==> config.mk <==
export PLATFORM = sky130hd
export DESIGN_NAME = rgb_to_hsv_pixel_converter_flat
export DESIGN_NICKNAME = d
export VERILOG_FILES = /design/src/rtl/r2h_pkg.sv /design/src/rtl/r2h_pix_if.sv /design/src/rtl/r2h_hsv_if.sv /design/src/rtl/rgb_to_hsv_pixel_converter.sv /design/src/flat_wrapper.sv
export SDC_FILE = /design/constraint.sdc
export NUM_CORES = 1
export LEC_CHECK = 0
export ABC_AREA = 0
export BUFFER_PORTS_ARGS = -buffer_cell sky130_fd_sc_hd__buf_2
export CAP_MARGIN = 5
export CORE_UTILIZATION = 40
export CTS_BUF_LIST = sky130_fd_sc_hd__clkbuf_4
export DETAILED_ROUTE_END_ITERATION = 10
export MAX_ROUTING_LAYER = met4
export PLACE_DENSITY = 0.53
export SLEW_MARGIN = 20
export SYNTH_ARGS = -nofsm -noshare
export SYNTH_HDL_FRONTEND = slang
export SYNTH_SLANG_ARGS = --single-unit
==> constraint.sdc <==
create_clock -name i_clk -period 6.9 [get_ports i_clk]
set_input_delay 1.38 -clock i_clk [delete_from_list [all_inputs] [get_ports i_clk]]
set_output_delay 1.38 -clock i_clk [all_outputs]
set_load 0.01 [all_outputs]
==> src/rtl/r2h_pkg.sv <==
// r2h_pkg: shared widths and types for the RGB to HSV converter.
// No dependencies; imported by the channel interfaces and the top level.
package r2h_pkg;

    localparam int PIX_W   = 8;              // component / result width
    localparam int NUM_W   = 2 * PIX_W;      // dividend width of both quotients
    localparam int DIV_STG = PIX_W;          // one quotient bit per stage
    localparam int NSTG    = DIV_STG + 2;    // compare, prep, divide stages

    localparam logic [PIX_W-1:0] HUE_GREEN_BASE = 8'd60;
    localparam logic [PIX_W-1:0] HUE_BLUE_BASE  = 8'd120;
    localparam logic [PIX_W-1:0] HUE_WRAP       = 8'd180;
    localparam logic [PIX_W-1:0] HUE_MAX        = 8'd179;

    typedef enum logic [1:0] {
        SEC_RED,
        SEC_GREEN,
        SEC_BLUE
    } t_sector;

endpackage

==> src/rtl/r2h_pix_if.sv <==
// r2h_pix_if: valid/ready channel carrying one RGB pixel word.
// Depends on r2h_pkg for the component width.
interface r2h_pix_if;
    import r2h_pkg::*;

    logic             valid;
    logic             ready;
    logic [PIX_W-1:0] red;
    logic [PIX_W-1:0] green;
    logic [PIX_W-1:0] blue;
    logic             last_pixel;

    modport source (output valid, red, green, blue, last_pixel, input ready);
    modport sink   (input valid, red, green, blue, last_pixel, output ready);
endinterface

==> src/rtl/r2h_hsv_if.sv <==
// r2h_hsv_if: valid/ready channel carrying one HSV result word.
// Depends on r2h_pkg for the component width.
interface r2h_hsv_if;
    import r2h_pkg::*;

    logic             valid;
    logic             ready;
    logic [PIX_W-1:0] hue;
    logic [PIX_W-1:0] saturation;
    logic [PIX_W-1:0] brightness;
    logic             last_out;

    modport source (output valid, hue, saturation, brightness, last_out, input ready);
    modport sink   (input valid, hue, saturation, brightness, last_out, output ready);
endinterface

==> src/rtl/rgb_to_hsv_pixel_converter.sv <==
// rgb_to_hsv_pixel_converter: pipelined 8-bit RGB to HSV (hue in half degrees).
// Depends on r2h_pkg, r2h_pix_if and r2h_hsv_if.
//
//  channel | dir | word fields                             | handshake
//  --------+-----+-----------------------------------------+------------
//  i_pix   | in  | red, green, blue, last_pixel            | valid/ready
//  o_hsv   | out | hue, saturation, brightness, last_out   | valid/ready
//
// One word per clock sustained while o_hsv is ready; ten register stages
// (max/min compare, numerator prep, then 8 restoring-divide stages, one
// quotient bit each, hue and saturation dividers side by side). o_hsv.valid
// is the last stage's valid bit, set once a word has passed every stage.
// Each stage has its own valid bit and loads when it is empty or the stage
// after it moves, so bubbles collapse and a stalled o_hsv never drops or
// repeats a word. Synchronous active-low reset clears only the valid bits.
module rgb_to_hsv_pixel_converter (
    input logic      i_clk,
    input logic      i_rst_n,
    r2h_pix_if.sink  i_pix,
    r2h_hsv_if.source o_hsv
);
    import r2h_pkg::*;

    // One restoring-division step. Upper half is the partial remainder
    // (always below the divisor), lower half shifts dividend bits out and
    // quotient bits in.
    function automatic logic [NUM_W-1:0] div_step(input logic [NUM_W-1:0] w,
                                                  input logic [PIX_W-1:0] dv);
        logic [PIX_W:0] t;
        logic [PIX_W:0] s;
        t = {w[NUM_W-1:PIX_W], w[PIX_W-1]};
        s = t - {1'b0, dv};
        if (t >= {1'b0, dv}) begin
            div_step = {s[PIX_W-1:0], w[PIX_W-2:0], 1'b1};
        end else begin
            div_step = {t[PIX_W-1:0], w[PIX_W-2:0], 1'b0};
        end
    endfunction

    // ---------------- handshake chain ----------------
    logic [NSTG-1:0] r_v;
    logic [NSTG:0]   rdy;

    assign rdy[NSTG] = o_hsv.ready;
    for (genvar k = 0; k < NSTG; k++) begin : g_rdy
        assign rdy[k] = !r_v[k] || rdy[k+1];
    end
    assign i_pix.ready = rdy[0];

    always_ff @(posedge i_clk) begin
        if (!i_rst_n) begin
            r_v <= '0;
        end else begin
            if (rdy[0]) begin
                r_v[0] <= i_pix.valid;
            end
            for (int k = 1; k < NSTG; k++) begin
                if (rdy[k]) begin
                    r_v[k] <= r_v[k-1];
                end
            end
        end
    end

    // ---------------- stage 0: max / min / sector ----------------
    logic [PIX_W-1:0] r_s0_r, r_s0_g, r_s0_b, r_s0_hi, r_s0_lo;
    logic             r_s0_last;
    t_sector          r_s0_sec;
    t_sector          n_sec;
    logic [PIX_W-1:0] n_hi, n_lo;

    always_comb begin
        // red wins ties, then green
        priority if (i_pix.red >= i_pix.green && i_pix.red >= i_pix.blue) begin
            n_sec = SEC_RED;
            n_hi  = i_pix.red;
        end else if (i_pix.green >= i_pix.blue) begin
            n_sec = SEC_GREEN;
            n_hi  = i_pix.green;
        end else begin
            n_sec = SEC_BLUE;
            n_hi  = i_pix.blue;
        end
        n_lo = (i_pix.red < i_pix.green) ? i_pix.red : i_pix.green;
        if (i_pix.blue < n_lo) begin
            n_lo = i_pix.blue;
        end
    end

    always_ff @(posedge i_clk) begin
        if (rdy[0]) begin
            r_s0_r    <= i_pix.red;
            r_s0_g    <= i_pix.green;
            r_s0_b    <= i_pix.blue;
            r_s0_hi   <= n_hi;
            r_s0_lo   <= n_lo;
            r_s0_sec  <= n_sec;
            r_s0_last <= i_pix.last_pixel;
        end
    end

    // ---------------- stages 1..NSTG-1: payload ----------------
    logic [NUM_W-1:0] r_hw [1:NSTG-1];   // hue dividend / remainder+quotient
    logic [NUM_W-1:0] r_sw [1:NSTG-1];   // saturation dividend / rem+quot
    logic [PIX_W-1:0] r_hd [1:NSTG-1];   // hue divisor (delta)
    logic [PIX_W-1:0] r_sd [1:NSTG-1];   // saturation divisor (max)
    logic [PIX_W-1:0] r_br [1:NSTG-1];
    logic             r_last [1:NSTG-1];
    logic             r_zh [1:NSTG-1];   // grey: hue forced to zero
    logic             r_zs [1:NSTG-1];   // black: saturation forced to zero

    // stage 1 prep: hue numerator = base*delta + 30*diff, never negative
    logic [PIX_W-1:0]        n_d;
    logic signed [PIX_W:0]   n_diff;
    logic signed [NUM_W:0]   n_prod;
    logic [PIX_W-1:0]        n_base;
    logic [NUM_W-1:0]        n_bd;
    logic signed [NUM_W:0]   n_sum;

    always_comb begin
        n_d = r_s0_hi - r_s0_lo;
        unique case (r_s0_sec)
            SEC_RED:   n_diff = $signed({1'b0, r_s0_g}) - $signed({1'b0, r_s0_b});
            SEC_GREEN: n_diff = $signed({1'b0, r_s0_b}) - $signed({1'b0, r_s0_r});
            SEC_BLUE:  n_diff = $signed({1'b0, r_s0_r}) - $signed({1'b0, r_s0_g});
            default:   n_diff = '0;
        endcase
        unique case (r_s0_sec)
            SEC_RED:   n_base = n_diff[PIX_W] ? HUE_WRAP : '0;  // wrap +360 deg
            SEC_GREEN: n_base = HUE_GREEN_BASE;
            SEC_BLUE:  n_base = HUE_BLUE_BASE;
            default:   n_base = '0;
        endcase
        n_prod = (NUM_W+1)'(n_diff) * (NUM_W+1)'(30);
        n_bd   = NUM_W'(n_base) * NUM_W'(n_d);
        n_sum  = $signed({1'b0, n_bd}) + n_prod;
    end

    always_ff @(posedge i_clk) begin
        if (rdy[1]) begin
            r_hw[1]   <= n_sum[NUM_W-1:0];
            r_sw[1]   <= {n_d, {PIX_W{1'b0}}} - NUM_W'(n_d);  // 255 * delta
            r_hd[1]   <= n_d;
            r_sd[1]   <= r_s0_hi;
            r_br[1]   <= r_s0_hi;
            r_last[1] <= r_s0_last;
            r_zh[1]   <= (n_d == '0);
            r_zs[1]   <= (r_s0_hi == '0);
        end
    end

    // divide stages: both dividends are below 256*divisor, so 8 steps suffice
    for (genvar k = 2; k < NSTG; k++) begin : g_div
        always_ff @(posedge i_clk) begin
            if (rdy[k]) begin
                r_hw[k]   <= div_step(r_hw[k-1], r_hd[k-1]);
                r_sw[k]   <= div_step(r_sw[k-1], r_sd[k-1]);
                r_hd[k]   <= r_hd[k-1];
                r_sd[k]   <= r_sd[k-1];
                r_br[k]   <= r_br[k-1];
                r_last[k] <= r_last[k-1];
                r_zh[k]   <= r_zh[k-1];
                r_zs[k]   <= r_zs[k-1];
            end
        end
    end

    // ---------------- output word ----------------
    assign o_hsv.valid      = r_v[NSTG-1];
    assign o_hsv.hue        = r_zh[NSTG-1] ? '0 : r_hw[NSTG-1][PIX_W-1:0];
    assign o_hsv.saturation = r_zs[NSTG-1] ? '0 : r_sw[NSTG-1][PIX_W-1:0];
    assign o_hsv.brightness = r_br[NSTG-1];
    assign o_hsv.last_out   = r_last[NSTG-1];

`ifndef NO_ASSERTIONS
    a_hue_range: assert property (@(posedge i_clk) disable iff (!i_rst_n)
        o_hsv.valid |-> o_hsv.hue <= HUE_MAX)
        else $error("hue out of range");

    a_black_unsat: assert property (@(posedge i_clk) disable iff (!i_rst_n)
        (o_hsv.valid && o_hsv.brightness == '0) |-> o_hsv.saturation == '0)
        else $error("black word with nonzero saturation");

    a_hue_needs_sat: assert property (@(posedge i_clk) disable iff (!i_rst_n)
        (o_hsv.valid && o_hsv.hue != '0) |-> o_hsv.saturation != '0)
        else $error("colored hue with zero saturation");

    a_rem_below_div: assert property (@(posedge i_clk) disable iff (!i_rst_n)
        (r_v[1] && !r_zh[1]) |-> r_hw[1][NUM_W-1:PIX_W] < r_hd[1])
        else $error("hue dividend too large for 8 quotient bits");
`endif

endmodule
==> src/flat_wrapper.sv <==
// flat-port wrapper written by rule: the top's interface ports become plain ports
module rgb_to_hsv_pixel_converter_flat import r2h_pkg::*;
  (i_clk, i_rst_n, i_pix_valid, i_pix_red, i_pix_green, i_pix_blue, i_pix_last_pixel, i_pix_ready, o_hsv_valid, o_hsv_hue, o_hsv_saturation, o_hsv_brightness, o_hsv_last_out, o_hsv_ready);
  r2h_pix_if i_pix_i ();
  r2h_hsv_if o_hsv_i ();
  input logic i_clk;
  input logic i_rst_n;
  input wire logic [$bits(i_pix_i.valid)-1:0] i_pix_valid;
  input wire logic [$bits(i_pix_i.red)-1:0] i_pix_red;
  input wire logic [$bits(i_pix_i.green)-1:0] i_pix_green;
  input wire logic [$bits(i_pix_i.blue)-1:0] i_pix_blue;
  input wire logic [$bits(i_pix_i.last_pixel)-1:0] i_pix_last_pixel;
  output wire logic [$bits(i_pix_i.ready)-1:0] i_pix_ready;
  output wire logic [$bits(o_hsv_i.valid)-1:0] o_hsv_valid;
  output wire logic [$bits(o_hsv_i.hue)-1:0] o_hsv_hue;
  output wire logic [$bits(o_hsv_i.saturation)-1:0] o_hsv_saturation;
  output wire logic [$bits(o_hsv_i.brightness)-1:0] o_hsv_brightness;
  output wire logic [$bits(o_hsv_i.last_out)-1:0] o_hsv_last_out;
  input wire logic [$bits(o_hsv_i.ready)-1:0] o_hsv_ready;
  assign i_pix_i.valid = i_pix_valid;
  assign i_pix_i.red = i_pix_red;
  assign i_pix_i.green = i_pix_green;
  assign i_pix_i.blue = i_pix_blue;
  assign i_pix_i.last_pixel = i_pix_last_pixel;
  assign i_pix_ready = i_pix_i.ready;
  assign o_hsv_valid = o_hsv_i.valid;
  assign o_hsv_hue = o_hsv_i.hue;
  assign o_hsv_saturation = o_hsv_i.saturation;
  assign o_hsv_brightness = o_hsv_i.brightness;
  assign o_hsv_last_out = o_hsv_i.last_out;
  assign o_hsv_i.ready = o_hsv_ready;
  rgb_to_hsv_pixel_converter u_core (.i_clk(i_clk), .i_rst_n(i_rst_n), .i_pix(i_pix_i), .o_hsv(o_hsv_i));
endmodule
# == Yosys cells after proc, flatten, opt, wreduce, memory -nomap -nowiden ==
# Memory sizes are Yosys's and may differ from the RTL's.
# Cells that the tools add are included.
# word_totals
reg_bits,53
elab_cells,156
out_inout_bits,27
ram_bits,531
in_bits,29
memories,8
# op_classes
muxes,60
reduce_logical,24
n_lt_le_gt_ge,21
n_addsub,22
n_mul,2
eq_ne,2
# mem_list
memory,depth,width,rd,rd_ports_with_merged_regs,wr,line_no,text
u_core.r_hw,9,16,9,0,9,rgb_to_hsv_pixel_converter.sv:103,logic [NUM_W-1:0] r_hw [1:NSTG-1];
u_core.r_sw,9,16,9,0,9,rgb_to_hsv_pixel_converter.sv:104,logic [NUM_W-1:0] r_sw [1:NSTG-1];
u_core.r_br,9,8,9,0,9,rgb_to_hsv_pixel_converter.sv:107,logic [PIX_W-1:0] r_br [1:NSTG-1];
u_core.r_hd,9,8,8,0,9,rgb_to_hsv_pixel_converter.sv:105,logic [PIX_W-1:0] r_hd [1:NSTG-1];
u_core.r_sd,9,8,8,0,9,rgb_to_hsv_pixel_converter.sv:106,logic [PIX_W-1:0] r_sd [1:NSTG-1];
u_core.r_last,9,1,9,0,9,rgb_to_hsv_pixel_converter.sv:108,logic r_last [1:NSTG-1];
2 more memories,n/a,n/a,n/a,n/a,n/a,n/a,
# op_table
op,count
16-bit two-way mux,32
9-bit by 8-bit greater-or-equal comparator with 1-bit output,16
8-bit subtractor,17
8-bit two-way mux,7
9-bit one-hot mux with 3 select lines,1
8-bit by 8-bit subtractor with 9-bit output,3
8-bit greater-or-equal comparator,3
8-bit one-hot mux with 3 select lines,1
1-bit two-way mux,18
16-bit adder,1
8-bit logical NOT,2
8-bit < comparator,2
8-bit by 8-bit multiplier with 16-bit output,1
16-bit by 8-bit subtractor with 16-bit output,1
"9-bit by 5-bit multiplier with 14-bit output, second input constant",1
1-bit logical NOT,10
1-bit logical OR,10
"2-bit by 1-bit == test with 1-bit output, second input constant",1
"2-bit == test, second input constant",1
2-bit logical NOT,1
2-bit two-way mux,1
1-bit logical AND,1

# == Logic depth before layout (Yosys ltp) ==
# Gate-level depths: netlist (run 1).
# logic_depth
depth_word,12
mapped_depth,37
depth_no_buf,37

# == Worst setup path before layout (run 1) ==
# No wires, ideal clock.
# synth_timing
kind,register -> register
start,register u_core.r_s0_b[1]
end,"register, netlist name u_core.r_hw[0][31]"
required_ps,6639
slack_ps,-600
n_path_buf,0
t_arrival_ps,7239
setup_ps,261
stages_incl_launch_ff,35
cell_sequence,edfxtp_1 > inv_1 > ha_1 > nor2b_1 > o21a_1 > or3_1 > a32oi_1 > nand2_1 > nand2_1 > inv_1 > ha_1 > fa_1 > inv_1 > fa_1 > inv_1 > ha_1 > nor2b_1 > o21a_1 > nor2_1 > xnor2_1 > ha_1 > fa_1 > fa_1 > inv_1 > fa_1 > inv_1 > ha_1 > o21ai_0 > a21boi_0 > o21ai_0 > a21oi_1 > a21o_1 > a21oi_1 > xnor2_1 > xnor2_1
# synth_rtl
item,line_no,text
from (decl),rgb_to_hsv_pixel_converter.sv:66,"logic [PIX_W-1:0] r_s0_r, r_s0_g, r_s0_b, r_s0_hi, r_s0_lo;"
from (signal assigned),rgb_to_hsv_pixel_converter.sv:94,r_s0_b <= i_pix.blue;

==> results.md, run 1 <==
- Cells after Synth: between 2,000 and 2,500
- CTS clock-pin slew for the worst setup and hold paths: about 0.060 ns
- CTS max path bufs: 3
- Fmax: between 0.1 and 0.15 GHz
- Vias in the first global route: 16,700
- Syn Nets: approximately 2,500
- Worst r2r dst: u_core.r_hw[0][31]
- # rows: 93
- Layout cells sized above 1: ~22%
- Largest net degree at the start of global routing: 50
- I/O pins: between 50 and 60
- Total gr overflow: 0
- Worst EP required: around 7.6 ns
- First-pass GRT wire length: 80,500 um
- Initial antenna violation count: 2
- R2R Setup Slk: -0.31 ns
- Die Y: between 200 and 300 um
- Worst endpoint data arrival time: around 7.9 ns
- Gr usage total: 15.7%
- Synth warn: 0
- Max-slew headroom: a little under a third
- Pre-CTS WS: -0.579 ns
- Die Footprint: roughly 0.067 mm^2
- # nets final: about 2,700
- Synth Cell Area: ~0.026 mm^2
- Max Cap Violations: 0
- Skew final: 0.0522 ns
- Routed WL: slightly below 50,000 um
- CTS tree: yes
- Post-route ant nets: 0
- Syn_area_per_cell: between 10 and 15 um^2
- Critical path origin: u_core.r_s0_r[0]
- DRT iter0 DRCs: 540
- Yosys cell types: 62
- Crit path capture: u_core.r_hw[0][31]
- Final hold viol count: 0
- Final estimated routing congestion in global placement: 0.843
- Port Buffers: between 50 and 60
- Hold WC Path Type: reg2reg
- Mean number of vias per cell: ~4.7
- Post-synth EDFFs: about 460
- Tmin final: roughly 7.2 ns
- Critical Path End Type: flip-flop
- Area growth, synth to finish: 15.1%
- Fin crit share: 105%
- Routed vias: approximately 16,000
- Worst skew pair latency: a little over 0.9 ns
- Chip Width: ~260 um
- Cells on worst reg2reg path: 32
- Slowest stage delay, CP: around 0.5 ns
- CP max stage cell: fa_2
- H-tree depth: 4
- Pre-Repair DR Iteration Count: 5
- Worst setup SP type: flip-flop
- Worst-path fanout max: 3
- Most used DFF post-synth: edfxtp_1
- Final Slew Violations: 0
- Unrepaired setup endpoints after global routing: yes
- Failing checks: negative setup slack
- Hold WS: between 0.4 and 0.5 ns
- WL per Instance: 14.5 um
- Root Buffer: clkbuf_4
- Post-synthesis async set-or-reset flop share: 0%
- Residual DRC: 0
- # hold bufs at CTS: 0
- Core Region: 0.0648 mm^2
- R2r startpoint: u_core.r_s0_r[0]
- Final worst slack: -0.311 ns
- Total CTS buffers: 130
- Post-detail-place hpwl: 37,200 um
- Status: complete, but fails checks
- Sink Count: roughly 470
- Seq cells post-synth: roughly 470
- Slew at the pin with the worst max-slew slack: 1.02 ns
- Endpoints failing setup: 4
- Setup CP Type: reg2reg
- Initial core utilization: approximately two fifths
- Post-synthesis sequential area ratio: 53.4%
## per-layer routing
layer | track usage (%) | vias to the layer above | wire length, um
met2 | 27.0 | 204 | 24700
met3 | 3.99 | 85 | 1720
met5 | - | - | 0
met4 | 6.80 | 0 | 1290
met1 | 17.1 | 7520 | 20900
li1 | - | 8011 | -
## worst min-delay path by stage
stage,startpoint,depth (start not counted),to,slack [ns]
4_1_cts,u_core.r_hw[0][114],0,u_core.r_hw[0][131],0.40
3_5_place_dp,u_core.r_hw[0][130],0,u_core.r_hw[0][147],0.40
6_report,u_core.r_sw[0][115],0,u_core.r_sw[0][132],0.40
3_3_place_gp,u_core.r_hw[0][82],0,u_core.r_hw[0][99],0.40
2_1_floorplan,u_core.r_hw[0][83],0,u_core.r_hw[0][100],0.40
5_1_grt,u_core.r_hw[0][64],0,u_core.r_hw[0][81],0.41
## logic make-up after synthesis
group / synth area share [%]
adders and majority gates: 17.1
xor gates and xnor gates: 3.02
buffers and inverters: 5.77
muxes: 5.61
DFF: 53.4
and+or+nand+nor: 7.58
AOI/OAI and AO/OA: 7.55
## through the flow
| step | setup TNS, ns | cells | utilization (%) | area (um^2) |
|---|---|---|---|---|
| after floorplan | -0.0717 | 2118 | - | 26500 |
| after global placement | -1.25 | 3113 | 44.0 | 28500 |
| after detailed placement | -1.92 | 3113 | 44.0 | 28500 |
| after CTS | -1.37 | 3332 | 46.7 | 30300 |
| after global routing | -2.52 | 3338 | 46.8 | 30300 |
| final | -0.632 | 3338 | 46.8 | 30300 |
## worst max-delay path, delay by kind of cell, from the launching register on
family          cells  cell delay [ns]
simple gates        3             0.28
fa+ha+maj          11             4.05
flops               1             0.41
xor+xnor            3             0.38
compound gates     10             1.58
buf+inv             5             0.23
## sequential cells by signal, indices dropped and copies added (netlist names)
signal            flops
u_core.r_s0_hi        8
u_core.r_s0_sec       2
u_core.r_br          40
u_core.r_v           10
u_core.r_sd          32
u_core.r_last         9
u_core.r_s0_g         8
u_core.r_s0_lo        8
u_core.r_s0_r         8
u_core.r_s0_b         8
u_core.r_hw         128
u_core.r_hd          64
u_core.r_zh           9
u_core.r_zs           9
u_core.r_sw         128
u_core.r_s0_last      1
## cells in the mapped netlist, drive strengths merged (10+ instances only)
cell | count | area share, %
edfxtp | 462 | 53
and2 | 15 | 0.36
nand2b | 32 | 0.76
xor2 | 25 | 0.86
nor2b | 62 | 1.5
dfxtp | 10 | 0.76
xnor2 | 65 | 2.2
inv | 380 | 5.4
a21boi | 44 | 1.3
nor2 | 151 | 2.3
nand2 | 79 | 1.1
a21o | 40 | 1.1
o21ai | 96 | 1.9
nand4 | 32 | 0.76
a21oi | 57 | 1.1
a311oi | 14 | 0.47
o21a | 14 | 0.40
fa | 67 | 5.1
ha | 253 | 12
mux2 | 82 | 3.5
mux2i | 55 | 2.1
## what timing repair did
action | CTS | global route
setup endpoints to repair | 6 | 8
cloned | 0 | 0
resized for setup | 19 | 9
hold endpoints to repair | 0 | 0
pin swaps | 30 | 27
buffers inserted | 4 | 3
## cells in the final DEF, fill, tap and decap left out, types with 32 or more instances in the layout
| cell type | count |
|---|---|
| nand4_1 | 32 |
| nand2b_1 | 32 |
| nand2_1 | 73 |
| fa_1 | 62 |
| ha_1 | 240 |
| o21ai_0 | 83 |
| edfxtp_1 | 462 |
| xnor2_1 | 64 |
| mux2i_1 | 55 |
| buf_2 | 55 |
| buf_4 | 106 |
| nor2_1 | 137 |
| nor2b_1 | 60 |
| inv_1 | 362 |
| a21o_1 | 39 |
| mux2_2 | 81 |
| clkbuf_4 | 177 |
| a21oi_1 | 45 |
## area by class of cell
cell class              instances  area [um^2]
diodes                          3         7.51
clock buffers                 177         1330
clock inverters                38          292
fillers                      5854        34500
inverters                     382         1440
multi-input cells            1249        11000
flip-flops and latches        472        14100
well taps                     855         1070
repair buffers                162         1090
Power of run 1 is not shown: default switching activity piles up to over one toggle a cycle in this logic, so the estimate is an artifact.
==> inputs of run 2 (changes only) <==
Settings changed: PLACE_DENSITY 0.53 to 0.51.
Clock period 6.9 ns to 8.8 ns, I/O delays scaled along.
==> run 2 against run 1 <==
Net effect:
- the flow now finishes without violations
- via count decreased by 3.0%
- register-to-register slack improved by 1.0 ns
- worst setup slack improved by 1.0 ns
- clock-buffer cell count increased by 12
- non-clock buffer count decreased by 100
==> results.md, run 2 (synthesized netlist as in run 1, its figures left out) <==
- Area growth, synth to finish: 11.6%
- Tmin final: around 8.1 ns
- Slew at the pin with the worst max-slew slack: a little under 1 ns
- Die Y: about 260 um
- Total CTS buffers: between 100 and 150
- Sink Count: 472
- Critical Path End Type: flip-flop
- WL per Instance: 14.0 um
- CP max stage cell: fa_1
- Worst setup SP type: flip-flop
- Slowest stage delay, CP: 0.52 ns
- Area post-placement: between 0.02 and 0.03 mm^2
- Hold Path End: u_core.r_hw[0][53]
- Layout cells sized above 1: roughly 17%
- Vias in the first global route: roughly 16,000
- Endpoints failing setup: 0
- Setup CP Type: reg2reg
- TNS Setup: 0 ns
- Core Region: roughly 0.065 mm^2
- Mean number of vias per cell: about 4.7
- Worst EP required: between 9 and 10 ns
- Skew final: 0.0852 ns
- Routed WL: approximately 45,000 um
- Fmax: between 0.1 and 0.15 GHz
- Max Cap Violations: 0
- Cells on worst reg2reg path: 34
- I/O pins: 56
- Final Slew Violations: 0
- Setup Buffers After CTS: 0
- Pre-Repair DR Iteration Count: 7
- Most common cell after layout, fill and taps aside: edfxtp_1
- Port Buffers: between 50 and 60
- Worst-path fanout max: 3
- CTS clock-pin slew for the worst setup and hold paths: ~0.060 ns
- Largest registers: u_core.r_hw x128, u_core.r_sw x128, u_core.r_hd x64
- Status: complete, no violations
- Max-slew headroom: 33.8%
- Fin area: around 0.03 mm^2
- # rows: 93
- Hold Crit Depth: 0
- Final estimated routing congestion in global placement: approximately 0.84
- Final hold viol count: 0
- Post-route ant nets: 0
- Total gr overflow: 0
- Root Buffer: clkbuf_4
- Unrepaired setup endpoints after global routing: no
- Worst r2r dst: u_core.r_hw[0][31]
- # nets final: ~2,600
- R2R Setup Slk: 0.73 ns
- CTS max path bufs: 3
- R2r startpoint: u_core.r_s0_b[1]
- Cts repair resizes: 0
- Die Footprint: 0.0669 mm^2
- Routed vias: between 15,000 and 20,000
- CTS tree: yes
- Min-delay src: u_core.r_hw[0][36]
- Most frequent cells in the layout: 462 x edfxtp_1, 375 x inv_1, 253 x ha_1, 189 x clkbuf_4, 137 x nor2_1
- Largest net degree at the start of global routing: 50
- Fin crit share: 91.7%
- Chip Width: about 260 um
- Initial core utilization: 40.7%
- DRT iter0 DRCs: approximately 510
- Gr usage total: 14.6%
- # hold bufs at CTS: 0
- Residual DRC: 0
- Fill cells: around 6,000
- Final core occ: 45.4%
- Cell mode on critical path: inv_1
- Worst skew pair latency: 0.94 ns
- H-tree depth: 4
- Hold WC Path Type: reg2reg
- Initial antenna violation count: 3
- Worst endpoint data arrival time: 8.70 ns
- Post-detail-place hpwl: between 30,000 and 40,000 um
- First-pass GRT wire length: roughly 75,000 um
[run 2: cell types whose count changed in the layout (fill, tap and decap cells not counted), moves of 10 or more]
cell | before | now
clkbuf_4 | 177 | 189
inv_1 | 362 | 375
buf_4 | 106 | 7
ha_1 | 240 | 253
ha_4 | 10 | 0
a21oi_1 | 45 | 55
[run 2: how the worst max path moves through the flow]
| stage | start | to | cells past startpoint |
|---|---|---|---|
| 2_1_floorplan | u_core.r_s0_b[1] | u_core.r_hw[0][31] | 34 |
| 3_3_place_gp | u_core.r_s0_b[1] | u_core.r_hw[0][31] | 34 |
| 3_5_place_dp | u_core.r_s0_b[1] | u_core.r_hw[0][31] | 34 |
| 4_1_cts | u_core.r_s0_b[1] | u_core.r_hw[0][31] | 34 |
| 5_1_grt | u_core.r_s0_b[1] | u_core.r_hw[0][31] | 34 |
| 6_report | u_core.r_s0_b[1] | u_core.r_hw[0][31] | 34 |
[run 2: through the flow]
step	worst slack [ns]	std cells	hold slack, ns
6_report	0.727	3256	0.386
2_1_floorplan	1.30	2118	0.400
3_5_place_dp	0.751	3020	0.405
3_3_place_gp	0.853	3020	0.403
4_1_cts	0.669	3248	0.374
5_1_grt	0.145	3256	0.384
[run 2: critical path, delay by kind of cell, from the launching register on]
kind,cells,cell delay [ns]
fa+ha+maj,10,3.85
xor+xnor,3,0.42
flops,1,0.44
compound gates,9,1.71
simple gates,5,0.87
buf+inv,7,0.47
[run 2: cell type report]
cell class / count / area, um^2 / area share (%)
clock inverters: 39 / 277 / 0.940
flip-flops and latches: 472 / 14100 / 47.8
clock buffers: 189 / 1420 / 4.82
inverters: 382 / 1430 / 4.87
diodes: 8 / 20.0 / 0.0680
repair buffers: 62 / 328 / 1.11
multi-input cells: 1249 / 10800 / 36.7
well taps: 855 / 1070 / 3.64
[run 2: metal layers]
layer	up-vias	track usage, %	wire (um)
li1	7820	-	-
met1	7199	14.8	18300
met2	232	26.1	24100
met3	99	3.74	1690
met4	0	7.07	1360
met5	-	-	0
Power of run 2 is left out for the same reason.
==> inputs of run 3 (changes only) <==
Settings changed: CORE_UTILIZATION 40 to 67, PLACE_DENSITY 0.51 to 0.8.
==> run 3 against run 2 <==
Net effect:
- core utilization up 29 points
- non-clock buffer count up 4
- global-route usage up 8.9 points
- via count up 2.4%
- register-to-register slack worse by 0.03 ns
- clock skew down 0.0082 ns
- flip-flop and latch count unchanged
- fmax down 0.31%
- die area down 40%
==> results.md, run 3 (synthesized netlist as in run 1, its figures left out) <==
- Skew final: between 0.07 and 0.08 ns
- Endpoints failing setup: 0
- Slew at the pin with the worst max-slew slack: about 1.1 ns
- Worst skew pair latency: just over 0.8 ns
- CP max stage cell: fa_1
- H-tree depth: 3
- Die Y: 200 um
- Total gr overflow: 0
- First-pass GRT wire length: 73,900 um
- Worst-path fanout max: 3
- Vias in the first global route: between 15,000 and 20,000
- Hold Path End: u_core.r_zs[0][4]
- Die Footprint: around 0.04 mm^2
- Final worst slack: 0.702 ns
- Final hold viol count: 0
- Largest registers: u_core.r_hw x128, u_core.r_sw x128, u_core.r_hd x64
- Final Slew Violations: 0
- I/O pins: 56
- Core Region: just under 0.04 mm^2
- Area growth, synth to finish: 8.94%
- # rows: 72
- Most frequent cells in the layout: 462 x edfxtp_1, 376 x inv_1, 253 x ha_1, 160 x clkbuf_4, 137 x nor2_1
- Critical Path End Type: flip-flop
- Max Cap Violations: 0
- Worst setup SP type: flip-flop
- Largest net degree at the start of global routing: 50
- Pre-Repair DR Iteration Count: 8
- Sink Count: between 400 and 500
- Cts repair resizes: 0
- # hold bufs at CTS: 0
- WL per Instance: 15.4 um
- Setup Buffers After CTS: 0
- # nets final: between 2,000 and 3,000
- R2R Setup Slk: 0.70 ns
- Multi-input logic area: approximately 0.011 mm^2
- Routed vias: around 16,000
- Post-route ant nets: 0
- Worst EP required: 9.28 ns
- Unrepaired setup endpoints after global routing: no
- CTS max path bufs: 3
- Worst r2r dst: u_core.r_hw[0][31]
- CTS clock-pin slew for the worst setup and hold paths: 0.06 ns
- Chip Width: ~200 um
- Fin area: 0.0287 mm^2
- Hold WC Path Type: reg2reg
- Port Buffers: 55
- Most common cell after layout, fill and taps aside: edfxtp_1
- Initial core utilization: 68.1%
- Total CTS buffers: between 100 and 150
- Gr usage total: 23.5%
- Cells on worst reg2reg path: 31
- Max-slew headroom: 26.1%
- Hold Crit Depth: 0
- Min-delay src: u_core.r_zs[0][3]
- Fin crit share: approximately 92%
- R2r startpoint: u_core.r_s0_b[0]
- Setup CP Type: reg2reg
- Reg area: roughly 0.014 mm^2
- Post-detail-place hpwl: 34,700 um
- Fill cells: approximately 2,500
- CTS tree: yes
- Fmax: ~0.12 GHz
- Initial antenna violation count: 1
- Root Buffer: clkbuf_4
- Residual DRC: 0
- TNS Setup: 0 ns
- Slowest stage delay, CP: between 0.5 and 0.6 ns
- Tmin final: slightly above 8 ns
- Layout cells sized above 1: between 10% and 20%
- Status: complete, no violations
- Area post-placement: around 0.027 mm^2
- Cell mode on critical path: fa_1
- Worst endpoint data arrival time: ~8.6 ns
- Routed WL: roughly 45,000 um
- Mean number of vias per cell: around 5.4
- Pre-CTS WS: between 0.7 and 0.8 ns
- DRT iter0 DRCs: around 700
- Final estimated routing congestion in global placement: ~0.9
==> run 3: changes by cell type in the layout (fill, tap and decap cells not counted), moves of 2 or more <==
cell | previous run | this run
bufinv_16 | 3 | 1
clkbuf_4 | 189 | 160
buf_4 | 7 | 11
clkinvlp_4 | 3 | 1
inv_6 | 2 | 0
clkinv_4 | 5 | 1
clkinv_2 | 4 | 8
diode_2 | 8 | 1
inv_2 | 8 | 2
clkinv_1 | 21 | 35
==> run 3: routing by layer <==
metal / track usage (%) / vias to the layer above / routed length, um
li1: - / 7770 / -
met1: 23.2 / 7545 / 16900
met2: 43.9 / 303 / 24600
met3: 4.00 / 98 / 1620
met4: 12.2 / 0 / 1570
met5: - / - / 0
==> run 3: area by class of cell <==
class,count,share of cell area (%)
diodes,1,0.00871
flip-flops and latches,472,49.0
inverters,382,4.99
clock inverters,42,0.706
multi-input cells,1249,37.6
repair buffers,66,1.25
clock buffers,160,4.18
well taps,518,2.26
==> run 3: worst max path at each step <==
| stage | start | endpoint | slack (ns) | cells past startpoint |
|---|---|---|---|---|
| CTS | u_core.r_s0_b[0] | u_core.r_hw[0][31] | 0.69 | 31 |
| floorplan | u_core.r_s0_b[1] | u_core.r_hw[0][31] | 1.30 | 34 |
| global route | u_core.r_s0_b[0] | u_core.r_hw[0][31] | 0.17 | 31 |
| detailed placement | u_core.r_s0_g[0] | u_core.r_hw[0][31] | 0.77 | 32 |
| global placement | u_core.r_s0_b[1] | u_core.r_hw[0][31] | 0.98 | 34 |
| finish | u_core.r_s0_b[0] | u_core.r_hw[0][31] | 0.70 | 31 |
==> run 3: critical path, delay by kind of cell, from the launching register on <==
kind            cells  cell delay [ns]
xor+xnor            4             0.57
flops               1             0.39
compound gates      9             1.90
buf+inv             5             0.31
fa+ha+maj          11             4.30
simple gates        2             0.28
==> run 3: stage by stage <==
stage / hold WS, ns / cells / utilization [%]
final: 0.386 / 2890 / 74.1
after global routing: 0.394 / 2890 / 74.1
after CTS: 0.385 / 2889 / 74.1
after detailed placement: 0.405 / 2687 / 70.5
after global placement: 0.402 / 2687 / 70.5
after floorplan: 0.400 / 2118 / -
Power of run 3 is left out for the same reason.
